==> config.mk <==
export PLATFORM = sky130hd
export DESIGN_NAME = eth_ipv4_udp_header_filter
export DESIGN_NICKNAME = d
export VERILOG_FILES = /design/src/hw/rtl/eiuhf_pkg.sv /design/src/hw/rtl/eiuhf_front.sv /design/src/hw/rtl/eiuhf_queue.sv /design/src/hw/rtl/eiuhf_back.sv /design/src/hw/rtl/eth_ipv4_udp_header_filter.sv
export SDC_FILE = /design/constraint.sdc
export NUM_CORES = 2
export LEC_CHECK = 0
export BUFFER_PORTS_ARGS = -buffer_cell sky130_fd_sc_hd__buf_2
export CAP_MARGIN = 20
export CORE_MARGIN = 4
export CORE_UTILIZATION = 31
export DETAILED_ROUTE_END_ITERATION = 8
export GPL_ROUTABILITY_DRIVEN = 0
export SYNTH_ARGS = -nofsm -noshare
export SYNTH_HDL_FRONTEND = slang
export SYNTH_HIERARCHICAL = 1
export SYNTH_SLANG_ARGS = --single-unit
==> constraint.sdc <==
create_clock -name i_clk -period 19.8 [get_ports i_clk]
set_input_delay 1.98 -clock i_clk [delete_from_list [all_inputs] [get_ports i_clk]]
set_output_delay 1.98 -clock i_clk [all_outputs]
set_load 0.005 [all_outputs]
==> src/hw/rtl/eiuhf_pkg.sv <==
`timescale 1ns / 1ps
`default_nettype none
package eiuhf_pkg;

    localparam int unsigned DEF_MAX_FRAME_BYTES = 65535;
    localparam int unsigned DEF_COUNTER_BITS    = 32;
    localparam int unsigned QUEUE_DEPTH         = 4;

    localparam int unsigned LEN_W      = 16;
    localparam int unsigned CFG_IDX_W  = 8;
    localparam int unsigned CFG_DATA_W = 32;
    localparam int unsigned S_DATA_W   = 8;
    localparam int unsigned M_DATA_W   = 216;
    localparam int unsigned M_USER_W   = 3;

    localparam logic [CFG_IDX_W-1:0] CFG_REMOTE_IP_CHECK = CFG_IDX_W'(0);
    localparam logic [CFG_IDX_W-1:0] CFG_REMOTE_ADDR     = CFG_IDX_W'(1);
    localparam logic [CFG_IDX_W-1:0] CFG_REMOTE_UDP_PORT = CFG_IDX_W'(2);
    localparam logic [CFG_IDX_W-1:0] CFG_LOCAL_UDP_PORT  = CFG_IDX_W'(3);

    localparam logic [15:0] ETHERTYPE_IPV4 = 16'h0800;
    localparam logic [7:0]  PROTO_UDP      = 8'd17;
    localparam logic [7:0]  IHL_MASK       = 8'h0F;
    localparam int unsigned ETH_HDR_BYTES  = 14;
    localparam int unsigned IP_MIN_BYTES   = 20;
    localparam int unsigned UDP_HDR_BYTES  = 8;

    typedef enum logic [2:0] {
        CLS_PARSE_FAIL = 3'd0,
        CLS_NON_IPV4   = 3'd1,
        CLS_NON_UDP    = 3'd2,
        CLS_MISMATCH   = 3'd3,
        CLS_MATCH      = 3'd4
    } t_frame_class;

    typedef struct packed {
        logic        remote_ip_check;
        logic [31:0] remote_addr;
        logic [15:0] remote_udp_port;
        logic [15:0] local_udp_port;
    } t_filter_cfg;

    typedef struct packed {
        logic [LEN_W-1:0] len;
        logic [15:0]      kind;
        logic [5:0]       ihl;
        logic [7:0]       proto;
        logic [31:0]      src_addr;
        logic [31:0]      dst_addr;
        logic [15:0]      src_port;
        logic [15:0]      dst_port;
    } t_frame_desc;

endpackage
`default_nettype wire

==> src/hw/rtl/eiuhf_front.sv <==
`timescale 1ns / 1ps
`default_nettype none
module eiuhf_front #(
    parameter int unsigned MAX_FRAME_BYTES = eiuhf_pkg::DEF_MAX_FRAME_BYTES
) (
    input  wire                           i_clk,
    input  wire                           i_rst_n,
    input  wire                           i_valid,
    output logic                          o_ready,
    input  wire  [7:0]                    i_byte,
    input  wire                           i_last,
    input  wire                           i_q_full,
    output logic                          o_push,
    output eiuhf_pkg::t_frame_desc        o_desc
);
    import eiuhf_pkg::*;

    logic [LEN_W-1:0] r_pos,   n_pos;
    logic [15:0]      r_kind,  n_kind;
    logic [5:0]       r_ihl,   n_ihl;
    logic [7:0]       r_proto, n_proto;
    logic [31:0]      r_src,   n_src;
    logic [31:0]      r_dst,   n_dst;
    logic [15:0]      r_sport, n_sport;
    logic [15:0]      r_dport, n_dport;

    logic             accept;
    logic             take;
    logic [LEN_W:0]   port_base;
    logic [LEN_W:0]   port_off;
    logic             in_ports;

    assign o_ready = !i_q_full;
    assign accept  = i_valid && o_ready;
    assign take    = r_pos < LEN_W'(MAX_FRAME_BYTES);

    // UDP header sits right behind the IPv4 header, whose length is known from byte 14 on
    assign port_base = (LEN_W+1)'(ETH_HDR_BYTES) + (LEN_W+1)'(r_ihl);
    assign port_off  = {1'b0, r_pos} - port_base;
    assign in_ports  = (r_ihl >= 6'(IP_MIN_BYTES)) && ({1'b0, r_pos} >= port_base)
                       && (port_off < (LEN_W+1)'(4));

    always_comb begin
        n_pos   = r_pos;
        n_kind  = r_kind;
        n_ihl   = r_ihl;
        n_proto = r_proto;
        n_src   = r_src;
        n_dst   = r_dst;
        n_sport = r_sport;
        n_dport = r_dport;
        if (take) begin
            n_pos = r_pos + LEN_W'(1);
            if (r_pos == LEN_W'(12) || r_pos == LEN_W'(13)) begin
                n_kind = {r_kind[7:0], i_byte};
            end else if (r_pos == LEN_W'(14)) begin
                n_ihl = {i_byte[3:0] & IHL_MASK[3:0], 2'b00};
            end else if (r_pos == LEN_W'(23)) begin
                n_proto = i_byte;
            end else if (r_pos >= LEN_W'(26) && r_pos <= LEN_W'(29)) begin
                n_src = {r_src[23:0], i_byte};
            end else if (r_pos >= LEN_W'(30) && r_pos <= LEN_W'(33)) begin
                n_dst = {r_dst[23:0], i_byte};
            end
            if (in_ports) begin
                if (port_off[1] == 1'b0) begin
                    n_sport = {r_sport[7:0], i_byte};
                end else begin
                    n_dport = {r_dport[7:0], i_byte};
                end
            end
        end
    end

    assign o_push          = accept && i_last;
    assign o_desc.len      = n_pos;
    assign o_desc.kind     = n_kind;
    assign o_desc.ihl      = n_ihl;
    assign o_desc.proto    = n_proto;
    assign o_desc.src_addr = n_src;
    assign o_desc.dst_addr = n_dst;
    assign o_desc.src_port = n_sport;
    assign o_desc.dst_port = n_dport;

    always_ff @(posedge i_clk) begin
        if (!i_rst_n || o_push) begin
            // start every frame from a clean slate
            r_pos   <= '0;
            r_kind  <= '0;
            r_ihl   <= '0;
            r_proto <= '0;
            r_src   <= '0;
            r_dst   <= '0;
            r_sport <= '0;
            r_dport <= '0;
        end else if (accept) begin
            r_pos   <= n_pos;
            r_kind  <= n_kind;
            r_ihl   <= n_ihl;
            r_proto <= n_proto;
            r_src   <= n_src;
            r_dst   <= n_dst;
            r_sport <= n_sport;
            r_dport <= n_dport;
        end
    end

endmodule
`default_nettype wire

==> src/hw/rtl/eiuhf_queue.sv <==
`timescale 1ns / 1ps
`default_nettype none
module eiuhf_queue #(
    parameter int unsigned WIDTH = 8,
    parameter int unsigned DEPTH = 4
) (
    input  wire              i_clk,
    input  wire              i_rst_n,
    input  wire              i_push,
    input  wire  [WIDTH-1:0] i_data,
    output logic             o_full,
    input  wire              i_pop,
    output logic             o_valid,
    output logic [WIDTH-1:0] o_data
);
    localparam int unsigned PTR_W = (DEPTH > 1) ? $clog2(DEPTH) : 1;
    localparam int unsigned CNT_W = $clog2(DEPTH + 1);

    logic [WIDTH-1:0] r_mem [DEPTH];
    logic [PTR_W-1:0] r_wr;
    logic [PTR_W-1:0] r_rd;
    logic [CNT_W-1:0] r_cnt;
    logic             do_push;
    logic             do_pop;

    assign o_full  = r_cnt == CNT_W'(DEPTH);
    assign o_valid = r_cnt != '0;
    assign o_data  = r_mem[r_rd];
    assign do_push = i_push && !o_full;
    assign do_pop  = i_pop && o_valid;

    always_ff @(posedge i_clk) begin
        if (do_push) begin
            r_mem[r_wr] <= i_data;
        end
    end

    always_ff @(posedge i_clk) begin
        if (!i_rst_n) begin
            r_wr  <= '0;
            r_rd  <= '0;
            r_cnt <= '0;
        end else begin
            if (do_push) begin
                r_wr <= (r_wr == PTR_W'(DEPTH - 1)) ? '0 : r_wr + PTR_W'(1);
            end
            if (do_pop) begin
                r_rd <= (r_rd == PTR_W'(DEPTH - 1)) ? '0 : r_rd + PTR_W'(1);
            end
            case ({do_push, do_pop})
                2'b10:   r_cnt <= r_cnt + CNT_W'(1);
                2'b01:   r_cnt <= r_cnt - CNT_W'(1);
                default: r_cnt <= r_cnt;
            endcase
        end
    end

endmodule
`default_nettype wire

==> src/hw/rtl/eiuhf_back.sv <==
`timescale 1ns / 1ps
`default_nettype none
module eiuhf_back #(
    parameter int unsigned COUNTER_BITS = eiuhf_pkg::DEF_COUNTER_BITS
) (
    input  wire                                   i_clk,
    input  wire                                   i_rst_n,
    input  eiuhf_pkg::t_filter_cfg                i_cfg,
    input  wire                                   i_q_valid,
    input  eiuhf_pkg::t_frame_desc                i_desc,
    output logic                                  o_q_pop,
    input  wire                                   i_m_tready,
    output logic                                  o_m_tvalid,
    output logic [eiuhf_pkg::M_DATA_W-1:0]        o_m_tdata,
    output logic [eiuhf_pkg::M_USER_W-1:0]        o_m_tuser
);
    import eiuhf_pkg::*;

    localparam int unsigned XW = (COUNTER_BITS > 32) ? COUNTER_BITS : 32;

    logic [COUNTER_BITS-1:0] r_total;
    logic [COUNTER_BITS-1:0] r_class_cnt [5];
    logic [COUNTER_BITS-1:0] n_total;
    logic [COUNTER_BITS-1:0] n_class_cnt;
    logic [XW-1:0]           total_ext;
    logic [XW-1:0]           class_ext;

    logic                    r_valid;
    logic [M_DATA_W-1:0]     r_data;
    logic [M_USER_W-1:0]     r_user;
    logic [M_DATA_W-1:0]     n_data;

    t_frame_class            cls;
    logic [LEN_W:0]          ip_end;
    logic [LEN_W:0]          udp_end;
    logic [LEN_W:0]          len_x;
    logic                    ip_ok;
    logic                    udp_ok;
    logic                    match;
    logic [15:0]             payload;

    function automatic logic one_way(input t_filter_cfg cfg, input logic [31:0] addr,
                                     input logic [15:0] rport, input logic [15:0] lport);
        logic a;
        logic r;
        logic l;
        a = !cfg.remote_ip_check || (addr == cfg.remote_addr);
        r = (cfg.remote_udp_port == 16'd0) || (rport == cfg.remote_udp_port);
        l = (cfg.local_udp_port == 16'd0) || (lport == cfg.local_udp_port);
        return a && r && l;
    endfunction

    assign len_x   = {1'b0, i_desc.len};
    assign ip_end  = (LEN_W+1)'(ETH_HDR_BYTES) + (LEN_W+1)'(i_desc.ihl);
    assign udp_end = ip_end + (LEN_W+1)'(UDP_HDR_BYTES);
    assign match   = one_way(i_cfg, i_desc.src_addr, i_desc.src_port, i_desc.dst_port)
                  || one_way(i_cfg, i_desc.dst_addr, i_desc.dst_port, i_desc.src_port);

    always_comb begin
        if (len_x < (LEN_W+1)'(ETH_HDR_BYTES)) begin
            cls = CLS_PARSE_FAIL;
        end else if (i_desc.kind != ETHERTYPE_IPV4) begin
            cls = CLS_NON_IPV4;
        end else if (len_x < (LEN_W+1)'(ETH_HDR_BYTES + IP_MIN_BYTES)) begin
            cls = CLS_PARSE_FAIL;
        end else if (i_desc.ihl < 6'(IP_MIN_BYTES) || len_x < ip_end) begin
            cls = CLS_PARSE_FAIL;
        end else if (i_desc.proto != PROTO_UDP) begin
            cls = CLS_NON_UDP;
        end else if (len_x < udp_end) begin
            cls = CLS_PARSE_FAIL;
        end else if (match) begin
            cls = CLS_MATCH;
        end else begin
            cls = CLS_MISMATCH;
        end
    end

    assign ip_ok   = (cls == CLS_NON_UDP) || (cls == CLS_MISMATCH) || (cls == CLS_MATCH);
    assign udp_ok  = (cls == CLS_MISMATCH) || (cls == CLS_MATCH);
    assign payload = 16'(len_x - udp_end);

    assign n_total     = (r_total == '1) ? r_total : r_total + COUNTER_BITS'(1);
    assign n_class_cnt = (r_class_cnt[cls] == '1) ? r_class_cnt[cls]
                                                  : r_class_cnt[cls] + COUNTER_BITS'(1);
    assign total_ext   = XW'(n_total);
    assign class_ext   = XW'(n_class_cnt);

    always_comb begin
        n_data          = '0;
        n_data[15:0]    = (len_x >= (LEN_W+1)'(ETH_HDR_BYTES)) ? i_desc.kind : 16'd0;
        n_data[23:16]   = ip_ok  ? i_desc.proto    : 8'd0;
        n_data[55:24]   = ip_ok  ? i_desc.src_addr : 32'd0;
        n_data[87:56]   = ip_ok  ? i_desc.dst_addr : 32'd0;
        n_data[103:88]  = udp_ok ? i_desc.src_port : 16'd0;
        n_data[119:104] = udp_ok ? i_desc.dst_port : 16'd0;
        n_data[135:120] = udp_ok ? payload         : 16'd0;
        n_data[151:136] = 16'(i_desc.len);
        n_data[183:152] = total_ext[31:0];
        n_data[215:184] = class_ext[31:0];
    end

    // take the next descriptor whenever the output register is free or draining
    assign o_q_pop = i_q_valid && (!r_valid || i_m_tready);

    always_ff @(posedge i_clk) begin
        if (!i_rst_n) begin
            r_valid <= 1'b0;
            r_total <= '0;
            for (int i = 0; i < 5; i++) begin
                r_class_cnt[i] <= '0;
            end
        end else begin
            if (o_q_pop) begin
                r_valid          <= 1'b1;
                r_total          <= n_total;
                r_class_cnt[cls] <= n_class_cnt;
            end else if (i_m_tready) begin
                r_valid <= 1'b0;
            end
        end
    end

    always_ff @(posedge i_clk) begin
        if (o_q_pop) begin
            r_data <= n_data;
            r_user <= cls;
        end
    end

    assign o_m_tvalid = r_valid;
    assign o_m_tdata  = r_data;
    assign o_m_tuser  = r_user;

endmodule
`default_nettype wire

==> src/hw/rtl/eth_ipv4_udp_header_filter.sv <==
// Ethernet / IPv4 / UDP header filter.
// Slave stream: one frame byte per transaction in s_axis_tdata, starting at the
// destination MAC; s_axis_tlast marks the final captured byte. Bytes are taken
// every cycle while the descriptor queue has room.
// Master stream: one classified result per frame. m_axis_tuser carries the class
// (parse failure, non-IPv4, non-UDP, filter mismatch, matched); m_axis_tdata the
// latched header fields, UDP payload length, frame length and saturating counters.
// Config channel: cfg_index selects remote_ip_check, remote_addr, remote_udp_port
// or local_udp_port; other indexes are ignored. Write only while the block is idle.
// Each descriptor is queued, then registered in the back end's output register.
// Throughput: one byte per cycle while the queue has room; one result per cycle
// for one-byte frames while results are taken, set by the single output register.
// A four-entry descriptor queue separates the byte parser from the classifier, so
// a stalled master side costs nothing until five results are waiting (four queued,
// one held at the output); then s_axis_tready drops and the output holds its
// transaction until taken.
// Reset clears the per-frame state, all counters, the filters and the queue.
`timescale 1ns / 1ps
`default_nettype none
module eth_ipv4_udp_header_filter #(
    parameter int unsigned MAX_FRAME_BYTES = eiuhf_pkg::DEF_MAX_FRAME_BYTES,
    parameter int unsigned COUNTER_BITS    = eiuhf_pkg::DEF_COUNTER_BITS
) (
    input  wire                                 i_clk,
    input  wire                                 i_rst_n,
    input  wire                                 i_s_axis_tvalid,
    output logic                                o_s_axis_tready,
    input  wire  [eiuhf_pkg::S_DATA_W-1:0]      i_s_axis_tdata,  // [7:0] data_byte
    input  wire                                 i_s_axis_tlast,
    output logic                                o_m_axis_tvalid,
    input  wire                                 i_m_axis_tready,
    // [15:0] ether_kind, [23:16] ip_proto, [55:24] src_addr, [87:56] dst_addr,
    // [103:88] src_port, [119:104] dst_port, [135:120] payload_len,
    // [151:136] frame_len, [183:152] total_frames, [215:184] class_frames
    output logic [eiuhf_pkg::M_DATA_W-1:0]      o_m_axis_tdata,
    output logic [eiuhf_pkg::M_USER_W-1:0]      o_m_axis_tuser,  // [2:0] frame_class
    input  wire                                 i_cfg_valid,
    output logic                                o_cfg_ready,
    input  wire  [eiuhf_pkg::CFG_IDX_W-1:0]     i_cfg_index,
    input  wire  [eiuhf_pkg::CFG_DATA_W-1:0]    i_cfg_data
);
    import eiuhf_pkg::*;

    t_filter_cfg r_cfg;
    t_frame_desc push_desc;
    t_frame_desc head_desc;
    logic        push;
    logic        q_full;
    logic        q_valid;
    logic        q_pop;

    assign o_cfg_ready = 1'b1;

    always_ff @(posedge i_clk) begin
        if (!i_rst_n) begin
            r_cfg <= '0;
        end else if (i_cfg_valid) begin
            unique case (i_cfg_index)
                CFG_REMOTE_IP_CHECK: r_cfg.remote_ip_check <= i_cfg_data[0];
                CFG_REMOTE_ADDR:     r_cfg.remote_addr     <= i_cfg_data;
                CFG_REMOTE_UDP_PORT: r_cfg.remote_udp_port <= i_cfg_data[15:0];
                CFG_LOCAL_UDP_PORT:  r_cfg.local_udp_port  <= i_cfg_data[15:0];
                default:             r_cfg <= r_cfg;
            endcase
        end
    end

    eiuhf_front #(
        .MAX_FRAME_BYTES (MAX_FRAME_BYTES)
    ) u_front (
        .i_clk    (i_clk),
        .i_rst_n  (i_rst_n),
        .i_valid  (i_s_axis_tvalid),
        .o_ready  (o_s_axis_tready),
        .i_byte   (i_s_axis_tdata),
        .i_last   (i_s_axis_tlast),
        .i_q_full (q_full),
        .o_push   (push),
        .o_desc   (push_desc)
    );

    eiuhf_queue #(
        .WIDTH ($bits(t_frame_desc)),
        .DEPTH (QUEUE_DEPTH)
    ) u_queue (
        .i_clk   (i_clk),
        .i_rst_n (i_rst_n),
        .i_push  (push),
        .i_data  (push_desc),
        .o_full  (q_full),
        .i_pop   (q_pop),
        .o_valid (q_valid),
        .o_data  (head_desc)
    );

    eiuhf_back #(
        .COUNTER_BITS (COUNTER_BITS)
    ) u_back (
        .i_clk      (i_clk),
        .i_rst_n    (i_rst_n),
        .i_cfg      (r_cfg),
        .i_q_valid  (q_valid),
        .i_desc     (head_desc),
        .o_q_pop    (q_pop),
        .i_m_tready (i_m_axis_tready),
        .o_m_tvalid (o_m_axis_tvalid),
        .o_m_tdata  (o_m_axis_tdata),
        .o_m_tuser  (o_m_axis_tuser)
    );

endmodule
`default_nettype wire

Yosys cells after proc, flatten, opt, wreduce, memory -nomap -nowiden
Memory sizes are Yosys's and may differ from the RTL's. A register that Yosys moved wholly into a read port is not among the register bits. Index checks and enable logic that the tools add are counted.

Flip-flop bits (word level): 466. RAM bits: 728. Output and inout port bits: 222. Logic and storage cells: 169. Memories kept: 2.

Memory list: u_queue.r_mem (depth 4, width 142, read ports 1, clocked after memory_dff 1, wr ports 1, line eiuhf_queue.sv:19) `logic [WIDTH-1:0] r_mem [DEPTH];`; u_back.r_class_cnt (depth 5, width 32, read ports 1, clocked after memory_dff 0, wr ports 5, line eiuhf_back.sv:22) `logic [COUNTER_BITS-1:0] r_class_cnt [5];`.

Add/subtract/negate cells: 12. Magnitude comparators: 14. Equal/unequal tests: 25. Muxes and demuxes: 52. Reduce and logical (&&, ||, !) cells: 42.

Operators with widths (number): 2-to-1 mux 32 bit (14); 2-to-1 mux 16 bit (9); adder 32 x 1 -> 32 bit (second input constant) (2); equality test 16 bit (4); equality test 32 bit (2); equality test 32 bit (second input constant) (2); equality test 16 x 4 -> 1 bit (second input constant) (3); < comparator 16 x 17 -> 1 bit (2); >= comparator 16 x 5 -> 1 bit (second input constant) (2); logical NOT 16 bit (2); 2-to-1 mux 8 bit (4); OR reduction 32 bit (1); 2-to-1 mux 3 bit (8); 2-to-1 mux 6 bit (3); >= comparator 16 x 17 -> 1 bit (1); < comparator 17 x 3 -> 1 bit (second input constant) (1); subtractor 16 x 17 -> 17 bit (1); adder 16 x 1 -> 16 bit (second input constant) (1); equality test 16 x 5 -> 1 bit (second input constant) (1); equality test 8 x 2 -> 1 bit (second input constant) (2); >= comparator 16 x 4 -> 1 bit (second input constant) (1); less-or-equal comparator 16 x 5 -> 1 bit (second input constant) (1); less-or-equal comparator 16 x 6 -> 1 bit (second input constant) (1); < comparator 16 bit (second input constant) (1); other kinds (27) (76).

Logic depth before layout (Yosys ltp)
An unclocked memory read counts as a cell.

Depth after elaboration: 16. Mapped depth: 29.

Cells and area by module
The synthesis kept the hierarchy.

By module, submodules not included: eiuhf_queue (instances 1, cells an instance 798, area an instance 20958.9 um2, seq. area each 17236.5 um2); eiuhf_back (instances 1, cells an instance 1611, area an instance 19597.5 um2, seq. area each 12041.5 um2); eiuhf_front (instances 1, cells an instance 909, area an instance 8031.5 um2, seq. area each 2842.7 um2); eth_ipv4_udp_header_filter (instances 1, cells an instance 253, area an instance 2529.9 um2, seq. area each 1301.2 um2).

Least setup slack after synthesis
Ideal clock, no wire load.

Kind: input-to-reg. Start: input port i_m_axis_tready. End: register u_queue.r_cnt[2]. Library setup time: 76 ps. Arrival: 10826 ps. Path slack: 8899 ps. Stages: 12. Buffers on the path: 1. Cell sequence: nand2b_1 nand2_1 clkinv_1 clkbuf_1 o31ai_1 inv_1 ha_1 inv_1 fa_1 xor2_1 or3_1 a21boi_0.

Word-level cells in the longest chain between the ends: 5. Elaborated cells between the ends (all ways): 7. Those cells by class: eq/ne (2); mux (1); reduce/logical (4).

RTL lines: from (decl) (line eth_ipv4_udp_header_filter.sv:31) `input wire i_m_axis_tready,`; logical OR 1 bit * (line eiuhf_back.sv:104) `assign o_q_pop = i_q_valid && (!r_valid || i_m_tready);`; logical AND 1 bit * (line eiuhf_back.sv:104); named net q_pop (line eth_ipv4_udp_header_filter.sv:50) `logic q_pop;`; logical AND 1 bit * (line eiuhf_queue.sv:30) `assign do_pop = i_pop && o_valid;`; named net u_queue.do_pop (line eiuhf_queue.sv:24) `logic do_pop;`; equality test 2 x 1 -> 1 bit / equality test 2 bit (equally long branches) (line eiuhf_queue.sv:50) `case ({do_push, do_pop})`; one-hot mux 3 bit (2 select lines) / nonzero test 2 bit (equally long branches); to (signal assigned) (line eiuhf_queue.sv:51) `2'b10: r_cnt <= r_cnt + CNT_W'(1);`; to (signal assigned) (line eiuhf_queue.sv:52) `2'b01: r_cnt <= r_cnt - CNT_W'(1);`; to (signal assigned) (line eiuhf_queue.sv:53) `default: r_cnt <= r_cnt;`; to (decl) (line eiuhf_queue.sv:22) `logic [CNT_W-1:0] r_cnt;`.

Mark *: on every way through the listed nets, which the timed path passes. The rest lies on a longest branch. A chain may end at the register's enable or synchronous reset.

==> results by group <==
Timing
  – Clk_skew: ~0.048 ns
  – Fin. Hold Viols: 0
  – Max_slew headroom: 0.277
  – Fin crit share: 0.482
  – Setup TNS: 0 ns
  – FMAX: 105 MHz
  – Final critical-path required period: 9.55 ns
  – Max-slew violations: 0
  – Worst Tran Pin Value: 1.08 ns
  – RSZ-0062 raised after global routing: no
  – Setup violations, final: 0

Global route
  – First-pass GRT wire length: 200000 µm
  – GRT overflow: 0
  – Largest net degree at the start of global routing: ~110
  – Number of global-route vias before repair: approximately 30000
  – Initial antenna violation count: 7
  – GRT Resource Usage Total: 0.153

Synthesis
  – Adder-cell share of the synthesized area: 0.00950
  – Yosys top cell area share: 0.556
  – Async set-reset flop share out of synthesis: 0
  – Synth Flop Type: edfxtp_1
  – #FFs+latches synth: 1196
  – EDFF count, synth: 947
  – Top cells by count, synth: edfxtp_1 (947), nor2_1 (332), nand2_1 (330)
  – Seq/Total Area, Yosys: 0.654
  – Compound-Gate Fraction of Synth Area: 0.0341
  – Xor/xnor share of the synthesized area: 0.0429
  – Synth Area in Simple Gates: 0.111
  – Net Count, Synth: ~3700
  – Most instantiated library cell after synthesis: edfxtp_1
  – Cells after synthesis: 3571
  – Largest family of logic cells by synthesized area: multiplexers
  – Area contributors post-synth: edfxtp_1 (56%), dfxtp_1 (9.8%), mux4_2 (6.3%), xor2_1 (3.0%), mux2i_1 (2.8%)
  – Mean Syn Cell Area: 14.3 µm²
  – Synth Warn #: 6
  – Post-synth cell types: 100
  – Mux share of post-synthesis cell area: 0.123
  – Largest area contributor in the netlist: edfxtp_1
  – Synthesized area: about 51000 µm²

Setup path
  – CP Capture Type: flip-flop
  – Crit start category: flip-flop
  – CP Buf/Inv Count: 7
  – Worst path arrival time: 10.06 ns
  – CP cell instances: buf_4, buf_4, buf_4, mux4_2, xor2_1, nor4_1, nand4_1, o21ai_0, a22oi_2, buf_4, a21oi_1, buf_4, mux2_2, o21ai_0, inv_1, ha_1, inv_1, nor3_1, nand4_1, nor2_1, mux2i_1, nor2_1
  – Max incr delay on CP: 0.84 ns
  – Slowest CP cell: buf_4
  – Critical Path RT: a little over 20 ns
  – Critical path peak fanout: 43
  – Worst path top cell family by delay: buffers and inverters
  – R2r setup slk: slightly above 10 ns
  – Worst setup path category: reg2reg
  – Most frequent cell on the critical path: buf_4

Clock network
  – CTS Root Cell: clkbuf_16
  – TritonCTS clock tree: yes
  – Clock transition at path regs: 0.06 ns
  – Postcts setup bufs: 0
  – Max Root-Sink Buffers: 3
  – H-tree depth: 4
  – TritonCTS Sinks: around 1200
  – CTS buffer count: 130
  – Post-CTS sizing: 0
  – Cts hold-fix bufs: 0
  – Clock latency at the later pin of the worst-skew pair: 0.78 ns

Place
  – Post-DP HPWL: 86900 µm
  – IO Port Bufs: 274
  – Dpl cells: 5887
  – Post-place instance area: between 50000 and 60000 µm²

Job
  – Max-cap violations: 0

Floorplanning
  – Die height: 414 µm
  – Top-level port count: 276
  – Core area: about 160000 µm²
  – Die W: 414 µm
  – # rows: 148
  – Die ar.: 171000 µm²
  – Initial Util: 0.313

Pwr
  – Seq pwr share: 0.470
  – Switching power: 1.82 mW
  – Tot Pwr: 6.70 mW
  – Leakage: 21.2 nW
  – Clk pwr share: 0.377
  – Internal: 4.89 mW
  – Maximum VDD drop: between 0.09 and 0.1 mV
  – PwrDens: 113 nW/µm²
  – Logic gate share of total power: 0.153
  – Sw Share: 0.271

Final layout
  – FF+latch area: 33400 µm²
  – Area Growth Syn to Fin: 15.9%
  – Layout cells sized above 1: 0.221
  – Multi-input logic area: about 16000 µm²
  – Design Area, Final: 59300 µm²
  – NumNets Final: 3936
  – Layout filler cell count: about 16000
  – Post-Layout Cell Count: 6130

Route
  – Routed Antenna Nets: 0
  – Wirelength, routed: about 130000 µm
  – # DRC: 0
  – Drt wl/cell: 21.9 µm
  – DR iter-0 viols: about 2400
  – Vias per cell: 4.88
  – Total iterations of the first detailed-routing run: 5
  – Vias: between 20000 and 30000

Status
  – Status: finished, final reports clean

Hold path
  – Worst hold path class: reg2reg
layout by cell type (no fill, tap or decap), drive strengths merged, types with 11 or more instances in the layout:
master and n:
a211oi 15, a21boi 12, a21oi 93, and2 145, and3 22, buf 326
bufinv 13, clkbuf 176, clkinv 47, dfxtp 249, edfxtp 947, ha 34
inv 76, mux2 135, mux2i 143, mux4 142, nand2 330, nand2b 14
nand3 43, nand4 27, nor2 332, nor2b 26, nor3 61, nor4 65
nor4b 11, o211ai 11, o21ai 48, o22ai 19, or3 29, xnor2 66
xor2 179
area by class of cell:
| cell class | instances | share of cell area |
|---|---|---|
| Clock inverter | 66 | 0.0171 |
| Clock buffer | 175 | 0.0605 |
| Multi-Input combinational cell | 2116 | 0.277 |
| Inverter | 74 | 0.00481 |
| Tap cell | 2175 | 0.0459 |
| Timing Repair Buffer | 327 | 0.0301 |
| Antenna cell | 1 | 0.0000422 |
| Sequential cell | 1196 | 0.564 |
state kept, by name, indices dropped and copies added, names as in the netlist, named ones only:
| signal | count |
|---|---|
| u_queue/r_cnt | 3 |
| u_queue/r_mem | 568 |
| u_back/r_class_cnt | 160 |
| u_front/r_pos | 16 |
| u_front/r_src | 32 |
| u_front/r_kind | 16 |
| u_front/r_dport | 16 |
| u_queue/r_rd | 2 |
| u_back/o_m_tvalid | 1 |
| r_cfg | 65 |
| u_front/r_sport | 16 |
| u_front/r_dst | 32 |
| u_back/r_total | 32 |
| u_front/r_proto | 8 |
| u_back/o_m_tuser | 3 |
| u_back/o_m_tdata | 216 |
| u_front/r_ihl | 6 |
| u_queue/r_wr | 2 |
kinds of logic after synthesis:
family / count (synthesis)
DFF: 1196
and+or+nand+nor: 1145
muxes: 420
AOI/OAI and AO/OA: 268
buffers and inverters: 259
xor gates and xnor gates: 245
adders and majority gates: 37
other: 1
metal layers:
layer  share of wire  up-vias  wire, µm  global-route usage
met5               0        -         0                   0
met4           0.027        0      3590              0.0483
met3           0.051      186      6880              0.0277
met2            0.49      809     66200               0.256
met1            0.43    15200     57300               0.201
li1                -    13700         -                   -
power by group through the flow:
stage	sequential (mW)	combinational (mW)	clock (mW)
final	3.15	1.03	2.53
after CTS	3.16	1.06	2.59
after floorplan	3.25	0.588	0
after global routing	3.18	1.13	2.71
after global placement	3.21	1.05	0
after detailed placement	3.21	1.05	0
per-stage QoR:
step / hold slack, ns / setup WS (ns) / util
5_1_grt: 0.473 / 9.55 / 0.363
6_report: 0.450 / 10.25 / 0.363
2_1_floorplan: 0.428 / 8.90 / -
3_3_place_gp: 0.435 / 10.27 / 0.335
3_5_place_dp: 0.444 / 10.22 / 0.335
4_1_cts: 0.453 / 10.24 / 0.363
final timing paths:
path                          start                       end  cells after the start
hold / removal    u_front/r_dst[28]         u_front/r_dst[28]                      2
setup reg to reg          flip-flop  u_back/r_class_cnt[4][1]                     22
hold reg to reg   u_front/r_dst[28]         u_front/r_dst[28]                      2
setup / recovery          flip-flop  u_back/r_class_cnt[4][1]                     22
worst register-to-register path: cells and delay by family (launching register included):
kind / cells / cell delay [ns]
and+or+nand+nor: 6 / 2.29
buffers and inverters: 7 / 3.28
adders and majority gates: 1 / 0.16
AOI/OAI and AO/OA: 4 / 1.34
xor gates and xnor gates: 1 / 0.16
DFF: 1 / 0.77
muxes: 3 / 1.33
Power figures use the tool's default switching activity.
